<file path="src/rtl/fpcb_pkg.sv">
package fpcb_pkg;

  localparam int ANGLE_BITS_DEF = 16;
  localparam int POS_BITS_DEF   = 32;
  localparam int CORDIC_STEPS   = 18;
  localparam int STEP_BITS      = 5;
  localparam int CORDIC_W       = 34;
  localparam logic signed [CORDIC_W-1:0] CORDIC_X0 = 34'sd652032874;
  localparam logic [1:0] OP_ROTATE = 2'd0;
  localparam logic [1:0] OP_MOVE   = 2'd1;
  localparam logic [1:0] OP_SETPOS = 2'd2;

  // Arctangent of 2^-i, in 2^-32 turn units.
  function automatic logic [31:0] atan_turn(input logic [STEP_BITS-1:0] i);
    case (i)
      5'd0:  atan_turn = 32'd536870912;
      5'd1:  atan_turn = 32'd316933406;
      5'd2:  atan_turn = 32'd167458907;
      5'd3:  atan_turn = 32'd85004757;
      5'd4:  atan_turn = 32'd42667331;
      5'd5:  atan_turn = 32'd21354465;
      5'd6:  atan_turn = 32'd10679838;
      5'd7:  atan_turn = 32'd5340245;
      5'd8:  atan_turn = 32'd2670163;
      5'd9:  atan_turn = 32'd1335087;
      5'd10: atan_turn = 32'd667544;
      5'd11: atan_turn = 32'd333772;
      5'd12: atan_turn = 32'd166886;
      5'd13: atan_turn = 32'd83443;
      5'd14: atan_turn = 32'd41722;
      5'd15: atan_turn = 32'd20861;
      5'd16: atan_turn = 32'd10430;
      5'd17: atan_turn = 32'd5215;
      default: atan_turn = 32'd0;
    endcase
  endfunction

endpackage

</file>
<file path="src/rtl/fpcb_in_if.sv">
interface fpcb_in_if;
  logic               valid;
  logic               ready;
  logic [1:0]         opcode;
  logic signed [15:0] yaw_delta;
  logic signed [15:0] pitch_delta;
  logic signed [31:0] offset_x;
  logic signed [31:0] offset_y;
  logic signed [31:0] offset_z;
  modport source (output valid, opcode, yaw_delta, pitch_delta, offset_x, offset_y,
                  offset_z, input ready);
  modport sink (input valid, opcode, yaw_delta, pitch_delta, offset_x, offset_y,
                offset_z, output ready);
endinterface

</file>
<file path="src/rtl/fpcb_out_if.sv">
interface fpcb_out_if;
  logic               valid;
  logic               ready;
  logic signed [15:0] look_x;
  logic signed [15:0] look_y;
  logic signed [15:0] look_z;
  logic signed [15:0] right_x;
  logic               right_y;
  logic signed [15:0] right_z;
  logic signed [15:0] up_x;
  logic [14:0]        up_y;
  logic signed [15:0] up_z;
  logic signed [31:0] target_x;
  logic signed [31:0] target_y;
  logic signed [31:0] target_z;
  modport source (output valid, look_x, look_y, look_z, right_x, right_y, right_z,
                  up_x, up_y, up_z, target_x, target_y, target_z, input ready);
  modport sink (input valid, look_x, look_y, look_z, right_x, right_y, right_z,
                up_x, up_y, up_z, target_x, target_y, target_z, output ready);
endinterface

</file>
<file path="src/rtl/first_person_camera_basis_top.sv">
// First-person camera basis.
// The input channel takes beats of opcode, yaw and pitch deltas and a 3-D offset.
// Rotate updates heading (wraps) and elevation (clamped near a quarter turn);
// move adds the offset to the position; set position overwrites it with no result.
// Rotate and move each give one output beat: look, right and up in Q1.14 and
// the target point (position plus look) in Q16.16.
// One shared CORDIC rotator with a single adder set works one step per cycle:
// a load and 18 steps for the heading, the same for the elevation, then four
// products from one shared multiplier and a store of the result. A new beat is
// not accepted while a rotate or move item is still in the arithmetic; set
// position and the unused opcode need no arithmetic.
// The result sits in an output register; the next input beat is accepted as
// soon as the arithmetic is free, even while the result still waits. A stalled
// receiver holds the block only when a new result is ready to be stored.
// Reset (synchronous, rst high) sets heading to half a turn, elevation and
// position to zero, and empties the output register.
module first_person_camera_basis_top #(
  parameter int ANGLE_BITS = fpcb_pkg::ANGLE_BITS_DEF,
  parameter int POS_BITS   = fpcb_pkg::POS_BITS_DEF
) (
  input logic clk,
  input logic rst,
  fpcb_in_if.sink    in_ch,
  fpcb_out_if.source out_ch
);
  localparam int W = fpcb_pkg::CORDIC_W;
  localparam int SB = fpcb_pkg::STEP_BITS;
  // The elevation sum is wide enough for both the state and the 16-bit delta.
  localparam int EW = ((ANGLE_BITS > 16) ? ANGLE_BITS : 16) + 1;
  localparam logic [63:0] MARGIN =
    ((64'd68356528 << ANGLE_BITS) + 64'd2147483648) >> 32;
  localparam logic signed [EW-1:0] LIMIT =
    EW'((64'd1 << (ANGLE_BITS-2)) - MARGIN);

  typedef enum logic [2:0] {S_IDLE, S_LOAD, S_ITER, S_MUL, S_DONE} state_t;

  state_t state;
  logic              second;
  logic [SB-1:0]     step;
  logic [1:0]        mstep;
  logic [ANGLE_BITS-1:0] heading;
  logic signed [ANGLE_BITS-1:0] elevation;
  logic [POS_BITS-1:0] place [3];
  logic signed [W-1:0] cx, cy_r, cz;
  logic          cneg;
  logic signed [15:0] cos_y, sin_y, cos_p, sin_p;
  logic signed [15:0] lx, lz, ux, uz;
  logic          out_valid;
  logic          load_out;

  // Angle to be resolved now, extended to 32-bit turn units.
  logic [ANGLE_BITS-1:0] ang;
  logic signed [31:0] z32;
  logic signed [W-1:0] zinit;
  logic          neg_init;
  always_comb begin
    ang = second ? elevation : heading;
    z32 = 32'(ang) << (32 - ANGLE_BITS);
    neg_init = 1'b0;
    zinit = W'(z32);
    if (z32 > 32'sd1073741824) begin
      zinit = W'(z32) - W'(34'sd2147483648);
      neg_init = 1'b1;
    end else if (z32 < -32'sd1073741824) begin
      zinit = W'(z32) + W'(34'sd2147483648);
      neg_init = 1'b1;
    end
  end

  // Shared CORDIC step.
  logic signed [W-1:0] dx, dy, at, nx, ny, nz;
  always_comb begin
    dx = cy_r >>> step;
    dy = cx >>> step;
    at = W'(fpcb_pkg::atan_turn(step));
    if (!cz[W-1]) begin
      nx = cx - dx; ny = cy_r + dy; nz = cz - at;
    end else begin
      nx = cx + dx; ny = cy_r - dy; nz = cz + at;
    end
  end

  // Round to Q1.14 and clamp, with the quadrant sign fold.
  function automatic logic signed [15:0] to_q14(input logic signed [W-1:0] v,
                                                input logic n);
    logic signed [W-1:0] r;
    r = (v + W'(32768)) >>> 16;
    if (r > W'(16384)) r = W'(16384);
    if (r < -W'(16384)) r = -W'(16384);
    to_q14 = n ? -16'(r) : 16'(r);
  endfunction

  // Shared multiplier with half-up rounding.
  logic signed [15:0] ma, mb;
  logic signed [31:0] mp;
  logic signed [15:0] mres;
  always_comb begin
    case (mstep)
      2'd0: begin ma = cos_p; mb = sin_y; end
      2'd1: begin ma = cos_p; mb = cos_y; end
      2'd2: begin ma = sin_p; mb = sin_y; end
      default: begin ma = sin_p; mb = cos_y; end
    endcase
    mp = ma * mb + 32'sd8192;
    mres = 16'(mp >>> 14);
  end

  logic signed [EW-1:0] esum;
  logic signed [15:0] cval, sval;
  always_comb begin
    esum = EW'(elevation) + EW'(in_ch.pitch_delta);
    if (esum > LIMIT) esum = LIMIT;
    if (esum < -LIMIT) esum = -LIMIT;
    cval = to_q14(nx, cneg);
    sval = to_q14(ny, cneg);
  end

  assign in_ch.ready = (state == S_IDLE);

  // A finished result is stored when the output register is free or draining.
  assign load_out = (state == S_DONE) && (!out_valid || out_ch.ready);

  always_ff @(posedge clk) begin
    if (rst) begin
      state <= S_IDLE;
      heading <= ANGLE_BITS'(1) << (ANGLE_BITS-1);
      elevation <= '0;
      for (int i = 0; i < 3; i++) place[i] <= '0;
      out_valid <= 1'b0;
      second <= 1'b0;
      step <= '0;
      mstep <= '0;
    end else begin
      if (load_out) out_valid <= 1'b1;
      else if (out_valid && out_ch.ready) out_valid <= 1'b0;
      case (state)
        S_IDLE: begin
          if (in_ch.valid) begin
            case (in_ch.opcode)
              fpcb_pkg::OP_ROTATE: begin
                heading <= heading + ANGLE_BITS'(in_ch.yaw_delta);
                elevation <= ANGLE_BITS'(esum);
                state <= S_LOAD;
              end
              fpcb_pkg::OP_MOVE: begin
                place[0] <= place[0] + POS_BITS'(in_ch.offset_x);
                place[1] <= place[1] + POS_BITS'(in_ch.offset_y);
                place[2] <= place[2] + POS_BITS'(in_ch.offset_z);
                state <= S_LOAD;
              end
              fpcb_pkg::OP_SETPOS: begin
                place[0] <= POS_BITS'(in_ch.offset_x);
                place[1] <= POS_BITS'(in_ch.offset_y);
                place[2] <= POS_BITS'(in_ch.offset_z);
              end
              default: ;
            endcase
            second <= 1'b0;
          end
        end
        S_LOAD: begin
          cx <= fpcb_pkg::CORDIC_X0;
          cy_r <= '0;
          cz <= zinit;
          cneg <= neg_init;
          step <= '0;
          state <= S_ITER;
        end
        S_ITER: begin
          cx <= nx; cy_r <= ny; cz <= nz;
          step <= step + SB'(1);
          if (step == SB'(fpcb_pkg::CORDIC_STEPS - 1)) begin
            if (!second) begin
              cos_y <= cval; sin_y <= sval;
              second <= 1'b1;
              state <= S_LOAD;
            end else begin
              cos_p <= (cval < 0) ? 16'sd0 : cval;
              sin_p <= sval;
              mstep <= '0;
              state <= S_MUL;
            end
          end
        end
        S_MUL: begin
          case (mstep)
            2'd0: lx <= mres;
            2'd1: lz <= mres;
            2'd2: ux <= -mres;
            default: uz <= -mres;
          endcase
          mstep <= mstep + 2'd1;
          if (mstep == 2'd3) state <= S_DONE;
        end
        S_DONE: begin
          if (load_out) begin
            out_ch.look_x <= lx;
            out_ch.look_y <= sin_p;
            out_ch.look_z <= lz;
            out_ch.right_x <= -cos_y;
            out_ch.right_z <= sin_y;
            out_ch.up_x <= ux;
            out_ch.up_y <= 15'(cos_p);
            out_ch.up_z <= uz;
            out_ch.target_x <= 32'(place[0] + POS_BITS'(lx) * POS_BITS'(4));
            out_ch.target_y <= 32'(place[1] + POS_BITS'(sin_p) * POS_BITS'(4));
            out_ch.target_z <= 32'(place[2] + POS_BITS'(lz) * POS_BITS'(4));
            state <= S_IDLE;
          end
        end
        default: state <= S_IDLE;
      endcase
    end
  end

  assign out_ch.valid = out_valid;
  assign out_ch.right_y = 1'b0;

endmodule

</file>
<file path="src/flat_wrapper.sv">
// flat-port wrapper written by rule: the top's interface ports become plain ports
module first_person_camera_basis_top_flat 
#(
  parameter int ANGLE_BITS = fpcb_pkg::ANGLE_BITS_DEF,
  parameter int POS_BITS   = fpcb_pkg::POS_BITS_DEF
)
  (clk, rst, in_ch_valid, in_ch_opcode, in_ch_yaw_delta, in_ch_pitch_delta, in_ch_offset_x, in_ch_offset_y, in_ch_offset_z, in_ch_ready, out_ch_valid, out_ch_look_x, out_ch_look_y, out_ch_look_z, out_ch_right_x, out_ch_right_y, out_ch_right_z, out_ch_up_x, out_ch_up_y, out_ch_up_z, out_ch_target_x, out_ch_target_y, out_ch_target_z, out_ch_ready);
  fpcb_in_if in_ch_i ();
  fpcb_out_if out_ch_i ();
  input logic clk;
  input logic rst;
  input wire logic [$bits(in_ch_i.valid)-1:0] in_ch_valid;
  input wire logic [$bits(in_ch_i.opcode)-1:0] in_ch_opcode;
  input wire logic [$bits(in_ch_i.yaw_delta)-1:0] in_ch_yaw_delta;
  input wire logic [$bits(in_ch_i.pitch_delta)-1:0] in_ch_pitch_delta;
  input wire logic [$bits(in_ch_i.offset_x)-1:0] in_ch_offset_x;
  input wire logic [$bits(in_ch_i.offset_y)-1:0] in_ch_offset_y;
  input wire logic [$bits(in_ch_i.offset_z)-1:0] in_ch_offset_z;
  output wire logic [$bits(in_ch_i.ready)-1:0] in_ch_ready;
  output wire logic [$bits(out_ch_i.valid)-1:0] out_ch_valid;
  output wire logic [$bits(out_ch_i.look_x)-1:0] out_ch_look_x;
  output wire logic [$bits(out_ch_i.look_y)-1:0] out_ch_look_y;
  output wire logic [$bits(out_ch_i.look_z)-1:0] out_ch_look_z;
  output wire logic [$bits(out_ch_i.right_x)-1:0] out_ch_right_x;
  output wire logic [$bits(out_ch_i.right_y)-1:0] out_ch_right_y;
  output wire logic [$bits(out_ch_i.right_z)-1:0] out_ch_right_z;
  output wire logic [$bits(out_ch_i.up_x)-1:0] out_ch_up_x;
  output wire logic [$bits(out_ch_i.up_y)-1:0] out_ch_up_y;
  output wire logic [$bits(out_ch_i.up_z)-1:0] out_ch_up_z;
  output wire logic [$bits(out_ch_i.target_x)-1:0] out_ch_target_x;
  output wire logic [$bits(out_ch_i.target_y)-1:0] out_ch_target_y;
  output wire logic [$bits(out_ch_i.target_z)-1:0] out_ch_target_z;
  input wire logic [$bits(out_ch_i.ready)-1:0] out_ch_ready;
  assign in_ch_i.valid = in_ch_valid;
  assign in_ch_i.opcode = in_ch_opcode;
  assign in_ch_i.yaw_delta = in_ch_yaw_delta;
  assign in_ch_i.pitch_delta = in_ch_pitch_delta;
  assign in_ch_i.offset_x = in_ch_offset_x;
  assign in_ch_i.offset_y = in_ch_offset_y;
  assign in_ch_i.offset_z = in_ch_offset_z;
  assign in_ch_ready = in_ch_i.ready;
  assign out_ch_valid = out_ch_i.valid;
  assign out_ch_look_x = out_ch_i.look_x;
  assign out_ch_look_y = out_ch_i.look_y;
  assign out_ch_look_z = out_ch_i.look_z;
  assign out_ch_right_x = out_ch_i.right_x;
  assign out_ch_right_y = out_ch_i.right_y;
  assign out_ch_right_z = out_ch_i.right_z;
  assign out_ch_up_x = out_ch_i.up_x;
  assign out_ch_up_y = out_ch_i.up_y;
  assign out_ch_up_z = out_ch_i.up_z;
  assign out_ch_target_x = out_ch_i.target_x;
  assign out_ch_target_y = out_ch_i.target_y;
  assign out_ch_target_z = out_ch_i.target_z;
  assign out_ch_i.ready = out_ch_ready;
  first_person_camera_basis_top #(.ANGLE_BITS(ANGLE_BITS), .POS_BITS(POS_BITS)) u_core (.clk(clk), .rst(rst), .in_ch(in_ch_i), .out_ch(out_ch_i));
endmodule
</file>
<file path="config.mk">
export PLATFORM = sky130hd
export DESIGN_NAME = first_person_camera_basis_top_flat
export DESIGN_NICKNAME = d
export VERILOG_FILES = /design/src/rtl/fpcb_pkg.sv /design/src/rtl/fpcb_in_if.sv /design/src/rtl/fpcb_out_if.sv /design/src/rtl/first_person_camera_basis_top.sv /design/src/flat_wrapper.sv
export SDC_FILE = /design/constraint.sdc
export NUM_CORES = 2
export LEC_CHECK = 0
export BUFFER_PORTS_ARGS = -buffer_cell sky130_fd_sc_hd__buf_4
export CORE_ASPECT_RATIO = 0.7
export CORE_MARGIN = 2
export CORE_UTILIZATION = 35
export DETAILED_ROUTE_END_ITERATION = 8
export GPL_ROUTABILITY_DRIVEN = 0
export SETUP_SLACK_MARGIN = 0.02
export SYNTH_ARGS = -nofsm -noshare
export SYNTH_HDL_FRONTEND = slang
export SYNTH_SLANG_ARGS = --single-unit
</file>
<file path="constraint.sdc">
create_clock -name clk -period 53.4 [get_ports clk]
set_clock_uncertainty 0.1 [all_clocks]
set_input_delay 5.34 -clock clk [delete_from_list [all_inputs] [get_ports clk]]
set_output_delay 5.34 -clock clk [all_outputs]
set_load 0.1 [all_outputs]
</file>
Word-level counts from Yosys, hierarchy flattened. Memory sizes are Yosys's and may differ from the RTL's. A register that Yosys moved wholly into a read port is not among the register bits. Cells that the tools add are included.

ROM bits: 960. Output and inout bits: 226. Memories: 2. RAM bits: 96. Flip-flop bits (word level): 498. Word-level logic and storage cells: 178. Input port bits: 134.

Reduce and logical (&&, ||, !) cells: 28. Shifts and indexed selects: 2. Bitwise operators: 9. Equal/unequal tests: 16. $add $sub $neg: 25. Magnitude comparators: 9. Muxes and demuxes: 56. Multipliers: 1.

Memory list: (name not given) (depth 32, width 30, read ports 1, clocked after Yosys merged registers in 1, wr ports 0, line fpcb_pkg.sv:15) `case (i)`; u_core.place (depth 3, width 32, read ports 3, clocked after Yosys merged registers in 0, wr ports 3, line first_person_camera_basis_top.sv:43) `logic [POS_BITS-1:0] place [3];`.

Operator list (count): 34-bit 2-to-1 mux (7); 34-bit case mux with 2 select lines (3); 32-bit adder (6); 32-bit 2-to-1 mux (6); 16-bit 2-to-1 mux (8); 34-bit by 17-bit adder with 34-bit output (second input constant) (2); 34-bit adder (2); 34-bit by 15-bit < comparator with 1-bit output (second input constant) (2); 34-bit by 5-bit >>> shifter with 34-bit output (2); 34-bit subtractor (2); 16-bit negation (4); 18-bit by 16-bit greater-than comparator with 1-bit output (second input constant) (2); 32-bit by 33-bit adder with 34-bit output (second input constant) (1); 34-bit by 33-bit adder with 34-bit output (1); 32-bit by 33-bit subtractor with 34-bit output (second input constant) (1); 34-bit by 33-bit subtractor with 34-bit output (1); 32-bit greater-than comparator (second input constant) (1); 32-bit by 31-bit < comparator with 1-bit output (second input constant) (1); 30-bit by 15-bit adder with 30-bit output (second input constant) (1); 16-bit by 16-bit multiplier with 30-bit output (1); 3-bit AND reduction (8); 16-bit by 16-bit adder with 17-bit output (1); 17-bit by 15-bit greater-than comparator with 1-bit output (second input constant) (1); 17-bit by 15-bit < comparator with 1-bit output (second input constant) (1); other kinds (34) (81).

Logic depth before layout (Yosys ltp).
Depth after elaboration: 11. Gate-level depth with buffers: 41. Depth with buffers taken out: 36.

Worst setup path before layout. OpenSTA, ideal clock, no wires.

Kind: input to register. Start point: input rst. End point: register u_core.out_ch.look_x[0] (enable). Required time: 52.174 ns. Stages on the path: 4. Setup time: 1.126 ns. Path slack: 30.063 ns. Buffers on the path: 3. Arrival time: 22.111 ns. Path through: clkbuf_1 -> clkbuf_1 -> clkbuf_1 -> nor3b_1.

Longest elaborated chain between the ends: 2.

Ends and longest elaborated chain: start, declared (line flat_wrapper.sv:11) `input logic rst;`; 1-bit inverter (no source line); 3-bit AND reduction (no source line); end signal, assigned (line first_person_camera_basis_top.sv:197) `out_ch.look_x <= lx;`; end, declared (line fpcb_out_if.sv:16) `modport source (output valid, look_x, look_y, look_z, right_x, right_y, right_z,`.

Every way passes these cells. A chain may end at the register's enable or synchronous reset.

Worst setup path in the final report.
Start point: register u_core.step[2]. End point: register u_core.sin_y[10], data pin.

Longest elaborated chain between the ends: 10. Elaborated cells on any way between the ends: 11. Those cells by class: add/sub (4); order compare (2); shift (1); mux (4).

Ends and longest elaborated chain: start, declared (line first_person_camera_basis_top.sv:39) `logic [SB-1:0] step;`; start signal, assigned (line first_person_camera_basis_top.sv:171) `step <= step + SB'(1);`; 34-bit by 5-bit >>> shifter with 34-bit output * (line first_person_camera_basis_top.sv:74) `dy = cx >>> step;`; 34-bit adder / 34-bit subtractor (equally long branches) (line first_person_camera_basis_top.sv:77, first_person_camera_basis_top.sv:79); 34-bit 2-to-1 mux * (line first_person_camera_basis_top.sv:76) `if (!cz[W-1]) begin`; named net u_core.ny[15] (line first_person_camera_basis_top.sv:71) `logic signed [W-1:0] dx, dy, at, nx, ny, nz;`; 34-bit by 17-bit adder with 34-bit output * (line first_person_camera_basis_top.sv:87) `r = (v + W'(32768)) >>> 16;`; 18-bit by 16-bit greater-than comparator with 1-bit output (line first_person_camera_basis_top.sv:88) `if (r > W'(16384)) r = W'(16384);`; 34-bit 2-to-1 mux * (line first_person_camera_basis_top.sv:88); 34-bit by 15-bit < comparator with 1-bit output (line first_person_camera_basis_top.sv:89) `if (r < -W'(16384)) r = -W'(16384);`; 16-bit 2-to-1 mux * (line first_person_camera_basis_top.sv:89); 16-bit negation (line first_person_camera_basis_top.sv:90) `to_q14 = n ? -16'(r) : 16'(r);`; 16-bit 2-to-1 mux * (line first_person_camera_basis_top.sv:90); named net u_core.sval[10] (line first_person_camera_basis_top.sv:109) `logic signed [15:0] cval, sval;`; end signal, assigned (line first_person_camera_basis_top.sv:174) `cos_y <= cval; sin_y <= sval;`; end, declared (line first_person_camera_basis_top.sv:46) `logic signed [15:0] cos_y, sin_y, cos_p, sin_p;`.

Mark *: on every way through the listed nets, which the timed path passes. The rest lies on a longest branch.

==> summary.txt <==
Route
  • Drt drc: 0
  • Iteration-0 DRC Markers: between 4000 and 5000
  • Post-route antenna net violation count: 0
  • DR WL/cell: 20.9 um
  • Drt via density: about 5.5
  • M1 WL: 76700 um
  • Routed wl met3: 16400 um
  • DR vias: around 45000
  • First-pass DRT Iterations: 8
  • Detailed Route WL: about 170000 um
  • Top routing layer used: met5
  • Met2 routed wirelength: between 70000 and 80000 um

Pwr
  • Int Pwr: 0.00123 W
  • Leak: between 20 and 30 nW
  • Sw Ratio: 39.1%
  • Share of power burned in registers: a little under a third
  • Combinational share of power: a little over two fifths
  • Sw power: between 0.0007 and 0.0008 W
  • Tot Pwr: 0.00202 W
  • Peak VDD IR: 0.0000282 V
  • Pwr/cell area: approximately 32 nW/um2
  • Power share of the clock group: ~26%

Setup path
  • CP peak stage delay: between 600 and 700 ps
  • R2R depth: 34
  • Critical Path AT: roughly 11000 ps
  • Worst reg2reg path startpoint: u_core.step[2]$_SDFFE_PP0N_
  • Worst path required time: around 54000 ps
  • Worst Path Class, Setup: flop to flop
  • Crit. End Element: flop
  • Slowest stage cell, crit path: buf_4
  • R2R Setup Slk: 43110 ps
  • Worst R2R End: u_core.sin_y[10]$_DFFE_PP_
  • Crit-path max FO: 64
  • Startpoint types: flop

Yosys
  • Share of synthesized flip-flops with an asynchronous set or reset: 0%
  • Post-synth EDFFs: 550
  • Gate Count Post-Synth: about 5700
  • Yosys reg bits: between 600 and 700
  • Yosys top cell by area: edfxtp_1
  • Top-count cell post-synth: nand2_1
  • Main synth FF type: edfxtp_1
  • Yosys top cell area share: a little under a third
  • Cell variety after synth: 120
  • Synth warn: 0
  • Post-synthesis sequential area ratio: between 30% and 40%
  • Post-Syn Area: between 50000 and 60000 um2
  • Synth top area cells: edfxtp_1 30%, fa_1 9.5%, ha_1 9.3%
  • Synth top cells by count: 578 x nand2_1, 550 x edfxtp_1, 517 x nor2_1
  • Mapped Avg Cell Area: between 9 and 10 um2

Hold path
  • HP Class: flop to flop
  • Hold endpoint: u_core.out_ch.up_z[4]$_DFFE_PP_
  • Hold path cells: 0
  • Hold_sp: u_core.uz[4]$_DFFE_PP_

Floorplan
  • Row count: roughly 120
  • Die area: 160000 um2
  • Die width: 477 um
  • Die H: ~340 um
  • Starting Density: roughly a third
  • # IOs: 360
  • Core area: 156000 um2

STA
  • Tcrit/Tclk final: 19.3%
  • RSZ-0062 raised after global routing: no
  • Minimum clock period: about 10000 ps
  • Max frequency: around 0.097 GHz
  • Final setup violating endpoints: 0
  • Setup TNS: 0 ps
  • Worst-margin pin slew: ~1300 ps
  • Final Max Slew Viols: 0
  • Final hold vios: 0
  • Max-Slew Margin vs Limit: about 14%
  • Hold Worst Slack: ~320 ps

Flow run
  • Max cap viols: 0

Finish
  • Filler instances: around 15000
  • Area delta synth->final: 13.4%
  • Final nets: slightly below 7000
  • Layout cells sized above 1: about an eighth

GRT
  • GRT Residual Overflow: 0
  • Vias in the first global route: around 42000
  • Pin count of the biggest net entering global routing: around 160
  • Global-route wire length before repair: approximately 260000 um
  • Initial antenna violation count: 9
  • Tot GR Track Use: between 20% and 30%

CTS
  • CTS max path bufs: 3
  • Clk Latency, worst-skew pair: approximately 700 ps
  • Hold Buf Count CTS: 0
  • Post-CTS setup repair buffer count: 0
  • Clock Sink Count: ~620
  • CTS Buf Count: 74
  • CTS Root Buffer Type: clkbuf_16
  • Reg clk slew, reported paths: ~60 ps
  • H-tree level count: 3
  • Post-CTS Resized: 0
  • TritonCTS clock tree: done

Placement
  • Dpl hpwl: between 100000 and 150000 um
  • Port bufs: about 360

Outcome
  • Status: finished, final reports clean
-- power by group through the flow --
stage          clock network (W)  registers, W  logic, W
6_report                0.000519      0.000625  0.000876
5_1_grt                 0.000551      0.000626  0.000969
4_1_cts                 0.000534      0.000624  0.000870
3_5_place_dp                   0      0.000634  0.000862
3_3_place_gp                   0      0.000634  0.000849
2_1_floorplan                  0      0.000625  0.000635
-- final cells by class --
cell class | instances | area, um2 | area share, %
inverters | 390 | 1460 | 2.35
flip-flops and latches | 624 | 18000 | 29.0
well taps | 2091 | 2620 | 4.21
clock inverters | 38 | 419 | 0.674
diodes | 8 | 20.0 | 0.0322
clock buffers | 95 | 2000 | 3.22
repair buffers | 406 | 3060 | 4.92
multi-input cells | 4474 | 34600 | 55.6
-- cell families after synthesis --
family          after synthesis  synth area share (%)
compound gates             1317                  15.6
mux                         219                  5.71
simple gates               1823                  15.7
flops                       624                  32.8
fa+ha+maj                   668                  18.8
xor+xnor                    445                  7.16
buf+inv                     585                  4.24
other cells                   1               0.00684
-- placed cells by master, fill, tap and decap left out, types with 37 or more instances in the layout --
cell type	Yosys	routed
a211oi_1	46	46
a21o_1	106	106
a21oi_1	376	376
a31oi_1	63	63
and2_1	52	52
and3_1	62	62
buf_4	10	405
clkbuf_16	0	75
dfxtp_1	74	70
edfxtp_1	550	550
fa_1	259	259
ha_1	409	409
inv_1	388	388
mux2_2	57	57
mux2i_1	92	90
mux4_2	68	68
nand2_1	578	577
nand2b_1	65	65
nand3_1	102	102
nor2_1	517	513
nor2b_1	63	63
nor3_1	146	142
o21a_1	55	55
o21ai_0	295	295
or2_2	37	37
or3_1	42	42
xnor2_1	261	261
xor2_1	181	181
-- registers in the layout, indices dropped and copies added (netlist names), 30 cells and up --
register and count:
u_core.out_ch.target_x 32, u_core.out_ch.target_y 32, u_core.cy_r 34, u_core.cx 34, u_core.place 96, u_core.out_ch.target_z 32
u_core.at 30, u_core.cz 34
-- per-stage QoR --
step                      setup slack [ps]  instance area [um2]  cells  utilization (%)
final                                43110                62200   8126             40.0
after global routing                 42220                62200   8123             40.0
after CTS                            43320                62200   8118             40.0
after detailed placement             43330                59800   7985             38.4
after global placement               43550                59800   7985             38.4
after floorplan                      30060                54900   5683                -
-- worst max-delay path: cells and delay by family, from the launching register on --
family	cells	cell delay, ps
simple gates	13	2800
buf+inv	1	690
flops	1	620
fa+ha+maj	4	1190
xor+xnor	2	350
mux	3	1150
compound gates	11	3080
-- metal layers --
layer | track usage (%) | vias to the layer above
li1 | - | 21104
met1 | 29.4 | 21700
met2 | 30.8 | 2001
met3 | 5.53 | 238
met4 | 5.17 | 4
met5 | 0 | -
-- how the worst max path moves through the flow --
stage / start / end / slack, ps
detailed placement: u_core.step[2]$_SDFFE_PP0N_ / u_core.sin_p[10]$_DFFE_PP_ / 43330
global placement: in_ch_offset_x[0] / u_core.place[0][30]$_DFFE_PP_ / 43550
CTS: u_core.step[2]$_SDFFE_PP0N_ / u_core.sin_y[10]$_DFFE_PP_ / 43320
floorplan: rst / u_core.out_ch.look_x[0]$_DFFE_PP_ / 30060
finish: u_core.step[2]$_SDFFE_PP0N_ / u_core.sin_y[10]$_DFFE_PP_ / 43110
global route: u_core.step[2]$_SDFFE_PP0N_ / u_core.sin_p[10]$_DFFE_PP_ / 42220
No activity file was read; power rests on OpenSTA's default activity.
